**src/design/tcd_pkg.sv**
```systemverilog
// shared types and constants of the trace record decoder
// parse phases, event and error codes, and the result struct
// no dependencies
package tcd_pkg;

    typedef enum logic [3:0] {
        PH_TAG,
        PH_ARR_HEAD,
        PH_ARR_EXT,
        PH_PATH_HEAD,
        PH_PATH_EXT,
        PH_PATH_BYTES,
        PH_FLAG,
        PH_HASH_HEAD,
        PH_HASH_EXT,
        PH_CONT_HEAD,
        PH_CONT_EXT,
        PH_CONT_BYTES,
        PH_STAT_HEAD,
        PH_STAT_EXT,
        PH_DONE,
        PH_HALT
    } phase_t;

    typedef enum logic [2:0] {
        EV_COUNT,
        EV_STR_START,
        EV_STR_NULL,
        EV_STR_BYTE,
        EV_FLAG,
        EV_HASH,
        EV_STATUS
    } ev_t;

    typedef enum logic [2:0] {
        ERR_NONE,
        ERR_TAG,
        ERR_MALFORMED,
        ERR_EARLY_END,
        ERR_RANGE
    } err_t;

    typedef enum logic {
        OP_DATA,
        OP_END
    } op_t;

    localparam logic [7:0] TAG_BYTE   = 8'h54;
    localparam logic [7:0] NULL_BYTE  = 8'hF6;
    localparam logic [7:0] TRUE_BYTE  = 8'hF5;
    localparam logic [7:0] FALSE_BYTE = 8'hF4;

    localparam logic [2:0] MT_UINT  = 3'd0;
    localparam logic [2:0] MT_TEXT  = 3'd3;
    localparam logic [2:0] MT_ARRAY = 3'd4;

    localparam logic [4:0] AI_IMM_MAX = 5'd23;
    localparam logic [4:0] AI_EXT_MAX = 5'd27;

    localparam logic [2:0] FLAG_COUNT = 3'd5;

    typedef struct packed {
        ev_t                kind;
        logic               which_string;
        logic [31:0]        entry_number;
        logic [2:0]         flag_number;
        logic [63:0]        field_value;
        logic signed [31:0] run_status;
        err_t               error_code;
        logic               record_done;
    } tcd_result_t;

endpackage

```
**src/design/tcd_parser.sv**
```systemverilog
// parse state and per-byte next-state logic of the trace record decoder
// holds the hash limit register; depends on tcd_pkg
module tcd_parser (
    input  logic                 aclk,
    input  logic                 aresetn,
    input  logic                 cfg_wr_en,
    input  logic [63:0]          cfg_wr_data,
    input  logic                 step,
    input  logic                 opcode,
    input  logic [7:0]           data_byte,
    output logic                 res_valid,
    output tcd_pkg::tcd_result_t res
);
    import tcd_pkg::*;

    logic [63:0] hash_limit_reg;
    phase_t      phase_reg, phase_next;
    logic [3:0]  hbl_reg, hbl_next;
    logic [63:0] acc_reg, acc_next;
    logic [31:0] entries_left_reg, entries_left_next;
    logic [31:0] entry_counter_reg, entry_counter_next;
    logic [63:0] sbl_reg, sbl_next;
    logic [2:0]  flag_counter_reg, flag_counter_next;

    logic        fin_req;
    phase_t      fin_kind;
    logic [63:0] fin_v;
    logic        so_req;
    logic        so_which;
    logic [2:0]  major;
    logic [4:0]  ai;
    logic [2:0]  want_major;
    logic        is_text_head;
    logic [63:0] acc_shift;
    logic [3:0]  hbl_dec;
    logic [63:0] sbl_dec;
    logic [2:0]  fc_inc;

    assign major     = data_byte[7:5];
    assign ai        = data_byte[4:0];
    assign acc_shift = {acc_reg[55:0], data_byte};
    assign hbl_dec   = (hbl_reg != 4'd0) ? hbl_reg - 4'd1 : 4'd0;
    assign sbl_dec   = (sbl_reg != 64'd0) ? sbl_reg - 64'd1 : 64'd0;
    assign fc_inc    = flag_counter_reg + 3'd1;
    assign is_text_head = (phase_reg == PH_PATH_HEAD) || (phase_reg == PH_CONT_HEAD);

    always_comb begin
        case (phase_reg)
            PH_ARR_HEAD:  want_major = MT_ARRAY;
            PH_PATH_HEAD: want_major = MT_TEXT;
            PH_CONT_HEAD: want_major = MT_TEXT;
            default:      want_major = MT_UINT;
        endcase
    end

    always_comb begin
        phase_next         = phase_reg;
        hbl_next           = hbl_reg;
        acc_next           = acc_reg;
        entries_left_next  = entries_left_reg;
        entry_counter_next = entry_counter_reg;
        sbl_next           = sbl_reg;
        flag_counter_next  = flag_counter_reg;
        res_valid          = 1'b0;
        res                = '0;
        fin_req            = 1'b0;
        fin_kind           = phase_reg;
        fin_v              = 64'd0;
        so_req             = 1'b0;
        so_which           = 1'b0;

        if (opcode == OP_END) begin
            if (phase_reg != PH_DONE && phase_reg != PH_HALT) begin
                res_valid       = 1'b1;
                res.error_code  = ERR_EARLY_END;
                res.record_done = 1'b1;
            end
            phase_next         = PH_TAG;
            hbl_next           = 4'd0;
            acc_next           = 64'd0;
            entries_left_next  = 32'd0;
            entry_counter_next = 32'd0;
            sbl_next           = 64'd0;
            flag_counter_next  = 3'd0;
        end else begin
            case (phase_reg)
                PH_TAG: begin
                    if (data_byte != TAG_BYTE) begin
                        phase_next      = PH_HALT;
                        res_valid       = 1'b1;
                        res.error_code  = ERR_TAG;
                        res.record_done = 1'b1;
                    end else begin
                        phase_next = PH_ARR_HEAD;
                    end
                end
                PH_ARR_HEAD, PH_PATH_HEAD, PH_HASH_HEAD, PH_CONT_HEAD, PH_STAT_HEAD: begin
                    if (is_text_head && data_byte == NULL_BYTE) begin
                        res_valid        = 1'b1;
                        res.kind         = EV_STR_NULL;
                        res.which_string = (phase_reg == PH_CONT_HEAD);
                        res.entry_number = entry_counter_reg;
                        so_req           = 1'b1;
                        so_which         = (phase_reg == PH_CONT_HEAD);
                    end else if (major != want_major || ai > AI_EXT_MAX) begin
                        phase_next      = PH_HALT;
                        res_valid       = 1'b1;
                        res.error_code  = ERR_MALFORMED;
                        res.record_done = 1'b1;
                    end else if (ai <= AI_IMM_MAX) begin
                        fin_req  = 1'b1;
                        fin_kind = phase_reg;
                        fin_v    = {59'd0, ai};
                    end else begin
                        case (ai[1:0])
                            2'd0:    hbl_next = 4'd1;
                            2'd1:    hbl_next = 4'd2;
                            2'd2:    hbl_next = 4'd4;
                            default: hbl_next = 4'd8;
                        endcase
                        acc_next = 64'd0;
                        case (phase_reg)
                            PH_ARR_HEAD:  phase_next = PH_ARR_EXT;
                            PH_PATH_HEAD: phase_next = PH_PATH_EXT;
                            PH_HASH_HEAD: phase_next = PH_HASH_EXT;
                            PH_CONT_HEAD: phase_next = PH_CONT_EXT;
                            default:      phase_next = PH_STAT_EXT;
                        endcase
                    end
                end
                PH_ARR_EXT, PH_PATH_EXT, PH_HASH_EXT, PH_CONT_EXT, PH_STAT_EXT: begin
                    acc_next = acc_shift;
                    hbl_next = hbl_dec;
                    if (hbl_dec == 4'd0) begin
                        fin_req = 1'b1;
                        fin_v   = acc_shift;
                        case (phase_reg)
                            PH_ARR_EXT:  fin_kind = PH_ARR_HEAD;
                            PH_PATH_EXT: fin_kind = PH_PATH_HEAD;
                            PH_HASH_EXT: fin_kind = PH_HASH_HEAD;
                            PH_CONT_EXT: fin_kind = PH_CONT_HEAD;
                            default:     fin_kind = PH_STAT_HEAD;
                        endcase
                    end
                end
                PH_PATH_BYTES, PH_CONT_BYTES: begin
                    res_valid        = 1'b1;
                    res.kind         = EV_STR_BYTE;
                    res.which_string = (phase_reg == PH_CONT_BYTES);
                    res.entry_number = entry_counter_reg;
                    res.field_value  = {56'd0, data_byte};
                    sbl_next         = sbl_dec;
                    if (sbl_dec == 64'd0) begin
                        so_req   = 1'b1;
                        so_which = (phase_reg == PH_CONT_BYTES);
                    end
                end
                PH_FLAG: begin
                    if (data_byte != TRUE_BYTE && data_byte != FALSE_BYTE) begin
                        phase_next      = PH_HALT;
                        res_valid       = 1'b1;
                        res.error_code  = ERR_MALFORMED;
                        res.record_done = 1'b1;
                    end else begin
                        res_valid        = 1'b1;
                        res.kind         = EV_FLAG;
                        res.entry_number = entry_counter_reg;
                        res.flag_number  = flag_counter_reg;
                        res.field_value  = {63'd0, data_byte == TRUE_BYTE};
                        if (fc_inc >= FLAG_COUNT) begin
                            flag_counter_next = 3'd0;
                            phase_next        = PH_HASH_HEAD;
                        end else begin
                            flag_counter_next = fc_inc;
                        end
                    end
                end
                default: begin
                end
            endcase
        end

        if (fin_req) begin
            case (fin_kind)
                PH_ARR_HEAD: begin
                    if (fin_v[63:32] != 32'd0) begin
                        phase_next      = PH_HALT;
                        res_valid       = 1'b1;
                        res.error_code  = ERR_MALFORMED;
                        res.record_done = 1'b1;
                    end else begin
                        entries_left_next  = fin_v[31:0];
                        entry_counter_next = 32'd0;
                        phase_next = (fin_v == 64'd0) ? PH_STAT_HEAD : PH_PATH_HEAD;
                        res_valid       = 1'b1;
                        res.kind        = EV_COUNT;
                        res.field_value = fin_v;
                    end
                end
                PH_PATH_HEAD, PH_CONT_HEAD: begin
                    res_valid        = 1'b1;
                    res.kind         = EV_STR_START;
                    res.which_string = (fin_kind == PH_CONT_HEAD);
                    res.entry_number = entry_counter_reg;
                    res.field_value  = fin_v;
                    sbl_next         = fin_v;
                    if (fin_v == 64'd0) begin
                        so_req   = 1'b1;
                        so_which = (fin_kind == PH_CONT_HEAD);
                    end else begin
                        phase_next = (fin_kind == PH_CONT_HEAD) ? PH_CONT_BYTES
                                                                : PH_PATH_BYTES;
                    end
                end
                PH_HASH_HEAD: begin
                    if (fin_v > hash_limit_reg) begin
                        phase_next      = PH_HALT;
                        res_valid       = 1'b1;
                        res.error_code  = ERR_MALFORMED;
                        res.record_done = 1'b1;
                    end else begin
                        phase_next       = PH_CONT_HEAD;
                        res_valid        = 1'b1;
                        res.kind         = EV_HASH;
                        res.entry_number = entry_counter_reg;
                        res.field_value  = fin_v;
                    end
                end
                default: begin
                    if (fin_v[63:31] != 33'd0 && fin_v[63:31] != {33{1'b1}}) begin
                        phase_next      = PH_HALT;
                        res_valid       = 1'b1;
                        res.error_code  = ERR_RANGE;
                        res.record_done = 1'b1;
                    end else begin
                        phase_next      = PH_DONE;
                        res_valid       = 1'b1;
                        res.kind        = EV_STATUS;
                        res.run_status  = fin_v[31:0];
                        res.record_done = 1'b1;
                    end
                end
            endcase
        end

        if (so_req) begin
            if (so_which) begin
                entry_counter_next = entry_counter_reg + 32'd1;
                entries_left_next  = entries_left_reg - 32'd1;
                phase_next = (entries_left_reg == 32'd1) ? PH_STAT_HEAD : PH_PATH_HEAD;
            end else begin
                flag_counter_next = 3'd0;
                phase_next        = PH_FLAG;
            end
        end
    end

    always_ff @(posedge aclk) begin
        if (!aresetn) begin
            hash_limit_reg    <= {64{1'b1}};
            phase_reg         <= PH_TAG;
            hbl_reg           <= 4'd0;
            acc_reg           <= 64'd0;
            entries_left_reg  <= 32'd0;
            entry_counter_reg <= 32'd0;
            sbl_reg           <= 64'd0;
            flag_counter_reg  <= 3'd0;
        end else begin
            if (cfg_wr_en) begin
                hash_limit_reg <= cfg_wr_data;
            end
            if (step) begin
                phase_reg         <= phase_next;
                hbl_reg           <= hbl_next;
                acc_reg           <= acc_next;
                entries_left_reg  <= entries_left_next;
                entry_counter_reg <= entry_counter_next;
                sbl_reg           <= sbl_next;
                flag_counter_reg  <= flag_counter_next;
            end
        end
    end

    a_flag_counter_range: assert property (@(posedge aclk) disable iff (!aresetn)
        flag_counter_reg < FLAG_COUNT)
        else $error("flag counter out of range");

    a_ext_has_bytes: assert property (@(posedge aclk) disable iff (!aresetn)
        (phase_reg == PH_ARR_EXT || phase_reg == PH_PATH_EXT || phase_reg == PH_HASH_EXT ||
         phase_reg == PH_CONT_EXT || phase_reg == PH_STAT_EXT) |-> hbl_reg != 4'd0)
        else $error("extension phase with no bytes left");

    a_bytes_nonzero: assert property (@(posedge aclk) disable iff (!aresetn)
        (phase_reg == PH_PATH_BYTES || phase_reg == PH_CONT_BYTES) |-> sbl_reg != 64'd0)
        else $error("string byte phase with empty length");

endmodule

```
**src/design/trace_record_cbor_decoder_top.sv**
```systemverilog
// top level of the trace record decoder: input register, parser, result register
// depends on tcd_pkg and tcd_parser
//
// usage
// - s_ channel: one beat per record byte; s_tuser[0] is 1 for end of buffer, which
//   also returns the parser to the start of a record; s_tdata carries the byte
// - m_ channel: at most one result beat per input beat; m_tuser is the event kind,
//   m_tlast marks the final beat of a record (exit status or error)
// - cfg_wr_en / cfg_wr_data write the hash limit; write only while the block is idle
// - a byte on s_ passes the input register, the parser, then the result register
// - throughput: one byte per cycle while m_tready is high; the per-byte state update
//   is one combinational pass between the input register and the result register
// - reset (aresetn low, synchronous) empties both registers, puts the parser at the
//   tag byte and sets the hash limit to all ones
// - when m_tready is low a pending result holds; the input register still takes one
//   more beat, then s_tready drops until the result is taken
module trace_record_cbor_decoder_top (
    input  logic           aclk,
    input  logic           aresetn,
    input  logic           cfg_wr_en,
    input  logic [63:0]    cfg_wr_data,
    input  logic           s_tvalid,
    output logic           s_tready,
    input  logic [7:0]     s_tdata,   // data_byte
    input  logic [0:0]     s_tuser,   // opcode
    output logic           m_tvalid,
    input  logic           m_tready,
    output logic [135:0]   m_tdata,   // which_string, entry_number, flag_number,
                                      // field_value, run_status, error_code, pad
    output logic [2:0]     m_tuser,   // event_res
    output logic           m_tlast    // record_done
);
    import tcd_pkg::*;

    logic        in_valid_reg;
    logic        in_opcode_reg;
    logic [7:0]  in_byte_reg;
    logic        out_valid_reg;
    tcd_result_t out_res_reg;
    logic        advance;
    logic        s_accept;
    logic        res_valid;
    tcd_result_t res;

    assign advance  = in_valid_reg && (!out_valid_reg || m_tready);
    assign s_tready = !in_valid_reg || advance;
    assign s_accept = s_tvalid && s_tready;

    tcd_parser u_parser (
        .aclk        (aclk),
        .aresetn     (aresetn),
        .cfg_wr_en   (cfg_wr_en),
        .cfg_wr_data (cfg_wr_data),
        .step        (advance),
        .opcode      (in_opcode_reg),
        .data_byte   (in_byte_reg),
        .res_valid   (res_valid),
        .res         (res)
    );

    always_ff @(posedge aclk) begin
        if (!aresetn) begin
            in_valid_reg  <= 1'b0;
            out_valid_reg <= 1'b0;
        end else begin
            if (s_accept) begin
                in_valid_reg <= 1'b1;
            end else if (advance) begin
                in_valid_reg <= 1'b0;
            end
            if (advance) begin
                out_valid_reg <= res_valid;
            end else if (m_tready) begin
                out_valid_reg <= 1'b0;
            end
        end
    end

    always_ff @(posedge aclk) begin
        if (s_accept) begin
            in_opcode_reg <= s_tuser[0];
            in_byte_reg   <= s_tdata;
        end
        if (advance && res_valid) begin
            out_res_reg <= res;
        end
    end

    assign m_tvalid = out_valid_reg;
    assign m_tuser  = out_res_reg.kind;
    assign m_tlast  = out_res_reg.record_done;
    assign m_tdata  = {1'b0, out_res_reg.error_code, out_res_reg.run_status,
                       out_res_reg.field_value, out_res_reg.flag_number,
                       out_res_reg.entry_number, out_res_reg.which_string};

    a_hold_input: assert property (@(posedge aclk) disable iff (!aresetn)
        in_valid_reg && !advance |=> in_valid_reg && $stable(in_byte_reg))
        else $error("stalled input beat lost");

    a_done_kind: assert property (@(posedge aclk) disable iff (!aresetn)
        out_valid_reg && out_res_reg.record_done |->
            out_res_reg.kind == EV_STATUS || out_res_reg.error_code != ERR_NONE)
        else $error("record end on a non-final result");

    a_error_shape: assert property (@(posedge aclk) disable iff (!aresetn)
        out_valid_reg && out_res_reg.error_code != ERR_NONE |->
            out_res_reg.kind == EV_COUNT && out_res_reg.record_done &&
            out_res_reg.field_value == 64'd0 && out_res_reg.entry_number == 32'd0)
        else $error("error result carries field data");

endmodule

```
**config.mk**
```make
export PLATFORM = sky130hd
export DESIGN_NAME = trace_record_cbor_decoder_top
export DESIGN_NICKNAME = d
export VERILOG_FILES = /design/src/design/tcd_pkg.sv /design/src/design/tcd_parser.sv /design/src/design/trace_record_cbor_decoder_top.sv
export SDC_FILE = /design/constraint.sdc
export NUM_CORES = 1
export LEC_CHECK = 0
export BUFFER_PORTS_ARGS = -buffer_cell sky130_fd_sc_hd__buf_2
export CAP_MARGIN = 10
export CORE_MARGIN = 2
export CORE_UTILIZATION = 54
export CTS_CLUSTER_DIAMETER = 30
export DETAILED_ROUTE_END_ITERATION = 10
export PLACE_DENSITY = 0.83
export RECOVER_POWER = 25
export SYNTH_ARGS = -nofsm -noshare
export SYNTH_HDL_FRONTEND = slang
export SYNTH_SLANG_ARGS = --single-unit
```
**constraint.sdc**
```tcl
create_clock -name aclk -period 11.2 [get_ports aclk]
set_input_delay 2.24 -clock aclk [delete_from_list [all_inputs] [get_ports aclk]]
set_output_delay 2.24 -clock aclk [all_outputs]
set_load 0.005 [all_outputs]
```
== Yosys cells after proc, flatten, opt, wreduce, memory -nomap -nowiden ==
Cells that the tools add are included.

* $add $sub $neg: 5
* Order comparisons: 4
* Equality and inequality tests: 32
* Muxes and demuxes: 131
* Bitwise logic cells: 2
* Reduce and logical (&&, ||, !) cells: 35

{| class="wikitable"
|+ Operators with widths
! cell !! number
|-
| 64-bit 2-to-1 mux || 11
|-
| 32-bit 2-to-1 mux || 15
|-
| 64-bit case mux with 2 select lines || 2
|-
| 56-bit 2-to-1 mux || 4
|-
| 64-bit case mux with 3 select lines || 1
|-
| 64-bit logical NOT || 2
|-
| 56-bit case mux with 2 select lines || 1
|-
| 4-bit 2-to-1 mux || 27
|-
| 103-bit 2-to-1 mux || 1
|-
| 100-bit 2-to-1 mux || 1
|-
| 99-bit 2-to-1 mux || 1
|-
| 32-bit case mux with 3 select lines || 1
|-
| 64-bit greater-than comparator || 1
|-
| 32-bit case mux with 2 select lines || 1
|-
| 64-bit nonzero test || 1
|-
| 64-bit by 1-bit subtractor with 64-bit output (second input constant) || 1
|-
| 4-bit case mux with 3 select lines || 5
|-
| 3-bit 2-to-1 mux || 16
|-
| 36-bit 2-to-1 mux || 1
|-
| 35-bit 2-to-1 mux || 1
|-
| 33-bit inequality test (second input constant) || 1
|-
| 33-bit nonzero test || 1
|-
| 32-bit by 1-bit adder with 32-bit output (second input constant) || 1
|-
| 32-bit by 1-bit == test with 1-bit output (second input constant) || 1
|-
| 43 further kinds || 111
|}

* Flip-flop bits (word level): 409
* Input port bits: 78
* Output and inout bits: 142
* Word-level logic and storage cells: 229

== Depth between registers and ports, before layout ==
* Word-level depth: 15
* Depth in mapped cells: 20
* Mapped depth without buffers: 17

== Modules after synthesis ==
A second synthesis with hierarchy kept.

* Cells, all modules: 2768
* Area total of the unflattened synthesis: 23256.1 sq um

{| class="wikitable"
|+ Modules (own cells, without submodules)
! module !! times used !! cells each !! area each (sq um) !! sequential area each (sq um)
|-
| tcd_parser || 1 || 2605 || 18687.9 || 5185.0
|-
| trace_record_cbor_decoder_top || 1 || 163 || 4568.1 || 4484.3
|}

== Worst setup path after synthesis ==
No wires, ideal clock.

* Path kind: input to register
* From: in m_tready
* To: reg out_res_reg, in the netlist m_tdata[0], enable pin
* Setup time: 0.722 ns
* Arrival: 10.108 ns
* Data required time: 10.478 ns
* Setup slack: 0.370 ns
* Stages: 6
* Path buffers: 2
* Cells stage by stage: nor2b_1 nor2b_1 clkbuf_1 clkbuf_1 nand2_1 a31oi_1

* Word-level cells in the longest chain between the ends: 3

{| class="wikitable"
|+ Ends and longest elaborated chain
! element !! line !! text
|-
| start, declared || trace_record_cbor_decoder_top.sv:27 || <nowiki>input logic m_tready,</nowiki>
|-
| 1-bit logical OR || trace_record_cbor_decoder_top.sv:45 || <nowiki>assign advance = in_valid_reg && (!out_valid_reg || m_tready);</nowiki>
|-
| 1-bit logical AND || trace_record_cbor_decoder_top.sv:45 ||
|-
| 1-bit logical AND || trace_record_cbor_decoder_top.sv:84 || <nowiki>if (advance && res_valid) begin</nowiki>
|-
| end signal, assigned || trace_record_cbor_decoder_top.sv:85 || <nowiki>out_res_reg <= res;</nowiki>
|-
| end, declared || trace_record_cbor_decoder_top.sv:39 || <nowiki>tcd_result_t out_res_reg;</nowiki>
|}

Every way passes these cells.
A chain may end at the register's enable or synchronous reset.

== Final worst setup path ==
* From: in aresetn
* To: reg u_parser.sbl_reg[31]

{| class="wikitable"
|+ RTL lines
! element !! line !! text
|-
| start, declared || trace_record_cbor_decoder_top.sv:19 || <nowiki>input logic aresetn,</nowiki>
|-
| end signal, assigned || tcd_parser.sv:278 || <nowiki>sbl_reg <= sbl_next;</nowiki>
|-
| end, declared || tcd_parser.sv:22 || <nowiki>logic [63:0] sbl_reg, sbl_next;</nowiki>
|}

No word-level cell between the ends.

==> reports/qor.csv <==
metric,value,unit
min_period_over_period,61.7,%
outcome,"complete, but fails checks",
grtUsageTotal,35.4,%
netlist_area,0.0225,sq mm
worstSetupEndpointType,register,
synthAdderAreaFrac,3.89,%
async_reset_ff_share,0,%
gp_congestion,1.06,
syn-instance-count,2699,
regArea,0.00967,sq mm
cts.repair.resized,0,
synthMuxAreaShare,0.956,%
max_freq,145,MHz
insertion_delay,0.65,ns
grt_pass1_vias,21600,
rsz0062_at_grt,no,
worstPathMaxFanout,68,
max-cap-violations,3,
die_h,208,microns
maxSlewHeadroom,-121,%
dr.first_iter.drc_count,3014,
critPathKind,in2reg,
cts_root_buf,clkbuf_16,
grt.overflow.total,0,
synth_simple_gate_area_share,25.2,%
drc_errors,0,
clock_sinks,409,
synth_enable_flop_cells,148,
ioPinCount,220,
antennaDiodeCount,0,
setup_viol_count_final,0,
min_from,u_parser.entries_left_reg[20],
syn2layout_area_growth,19.8,%
critPathLaunch,aresetn,
synth_compound_area_share,20.3,%
cts_tree,yes,
min_path_cells,2,
crit_chain,"clkbuf_1, inv_4, clkbuf_1, buf_4, a211oi_1",
synthXorXnorAreaFrac,1.17,%
numCtsBuffers,88,
die-area,0.0433,sq mm
period_minus_slack,6.91,ns
synth_top_family_by_area,simple AND/OR/NAND/NOR gates,
path_clk_slew,0.05,ns
rr_startpoint,u_parser.phase_reg[1],
violations,"max-capacitance violations, max-slew violations",
wl_per_cell,22.9,microns
grt_antenna_before_repair,1,
dp_hpwl,53.1,mm
multi_input_area,0.0117,sq mm
hold-worst-slack,0.468,ns
r2r_end,m_tdata[13],
numPortBuffers,218,
power_density,182,mW/mm^2
synth_warnings,0,
synth_ff_type,dfxtp_1,
cts_buffer_depth,3,
hp-class,reg2reg,
critPathArrivalTime,7.35,ns
ys_seq_area_share,42.9,%
static-leakage-power,0.0110,uW
cp_common_cell,clkbuf_1,
slowest_stage,clkbuf_1,
num_vias,22800,
slowest_delay,2.36,ns
fin_nets,2994,
cp-start-kind,primary input,
postRouteAntennaNets,0,
final.setup.tns,0,ns
worst_pin_slew,3.31,ns
row_count,74,
whs_endpoint,u_parser.entries_left_reg[20],
r2r_setup_slack,4.82,ns
h-tree-depth,3,
dr.pass1.iters,7,
grt_pass1_wl,121,mm
holdBufCountCts,0,
ys_ff_latch,409,
avgSynthCellArea,8.34,sq um
viasPerCell,6.59,
hold_violations,0,
postRouteWirelength,79.0,mm
fillerInstances,3286,
synth_fp_nets,2847,
initial_core_util,54.9,%
grt_start_max_net_pins,107,
core_area,0.0410,sq mm
layout-drive-gt1-share,14.4,%
postCtsSetupRepairBufs,0,
required,11.63,ns
fp.dieW,208,microns
reg2reg_depth,16,
slew_viol_final,160,
largest_reg_flops,135,
finalClockSkew,0.0379,ns
peakVddDrop,129,uV
synth.distinct_cells,90,
critical path, delay by kind of cell:
kind	cells	cell delay, ns
buffers and inverters	4	4.89
AOI/OAI and AO/OA	1	0.12
how the worst max path moves through the flow:
stage	slack [ns]	depth (start not counted)	endpoint
floorplan	0.37	6	m_tdata[0]
global placement	5.24	16	m_tdata[20]
detailed placement	5.03	16	m_tdata[13]
CTS	5.03	16	m_tdata[13]
global route	4.25	5	u_parser.sbl_reg[31]
finish	4.29	5	u_parser.sbl_reg[31]
cell type report:
class	instances	share of cell area (%)
timing repair buffer	254	4.84
tap	532	2.47
clock buffer	98	8.46
sequential	409	35.9
multi-input combinational	1969	43.3
clock inverter	67	3.39
inverter	124	1.74
placed cells by master, fill, tap and decap left out, drive strengths merged, types with 11 or more instances in the layout:
master    count
a21oi       144
buf         212
and3         47
nor2b        50
nor2        332
nor4         68
edfxtp      148
nand3        93
xnor2        20
ha           70
o31ai        12
inv         142
a32o         12
bufinv       14
clkinv       20
or3          29
a21o         23
nand2b       22
a22oi        67
nor3         94
dfxtp       261
and2         20
or4          19
a211oi       14
o21ai       184
o211ai       81
a221o        13
clkbuf      140
a31oi        33
o221ai       24
nand4b       11
nand2       280
or2          14
mux2i        17
clkinvlp     15
nand4        43
cell usage after synthesis (50+ instances only):
master / n / area share [%]
nor2_1: 330 / 5.5
nor3_1: 91 / 2.0
a21oi_1: 144 / 3.2
edfxtp_1: 148 / 20
ha_1: 70 / 3.9
nand2_1: 280 / 4.7
nand3_1: 93 / 2.1
a22oi_1: 67 / 2.2
inv_1: 124 / 2.1
dfxtp_1: 261 / 23
o211ai_1: 81 / 2.7
o21ai_0: 176 / 3.9
clkbuf_1: 160 / 2.7
nor2b_1: 50 / 1.4
nor4_1: 60 / 1.7
power by group:
group | switching (uW) | internal, uW
Combinational | 329 | 149
Clock | 942 | 1830
Sequential | 47.8 | 1600
Total | 1320 | 3580
cell families (layout without fill, tap and decap cells):
logic type,after synthesis,in the layout
AO/OA/AOI/OAI,697,697
XOR/XNOR,30,30
adder cells (fa/ha/maj),70,70
buffers and inverters,321,543
flip-flops,409,409
multiplexers,21,21
other,1,1
AND/OR/NAND/NOR,1150,1150
per-layer routing:
layer  up-vias  global-route usage, %  wire [microns]
li1      10200                      -               -
met1     10700                   44.9           30100
met2      1531                   55.3           35700
met3       326                   6.72            8070
met4         0                   23.1            5190
met5         -                      0               0
metrics by stage:
| step | utilization [%] | power [uW] | area, sq um | setup slack, ns | instances |
|---|---|---|---|---|---|
| after CTS | 65.9 | 4890 | 27000 | 5.03 | 3453 |
| after global routing | 65.7 | 5030 | 27000 | 4.25 | 3453 |
| after global placement | 58.1 | 2130 | 23800 | 5.24 | 3288 |
| final | 65.7 | 4900 | 27000 | 4.29 | 3453 |
| after floorplan | - | 1980 | 22500 | 0.370 | 2699 |
| after detailed placement | 58.1 | 2140 | 23800 | 5.03 | 3288 |
No activity file was read; power rests on OpenSTA's default activity.
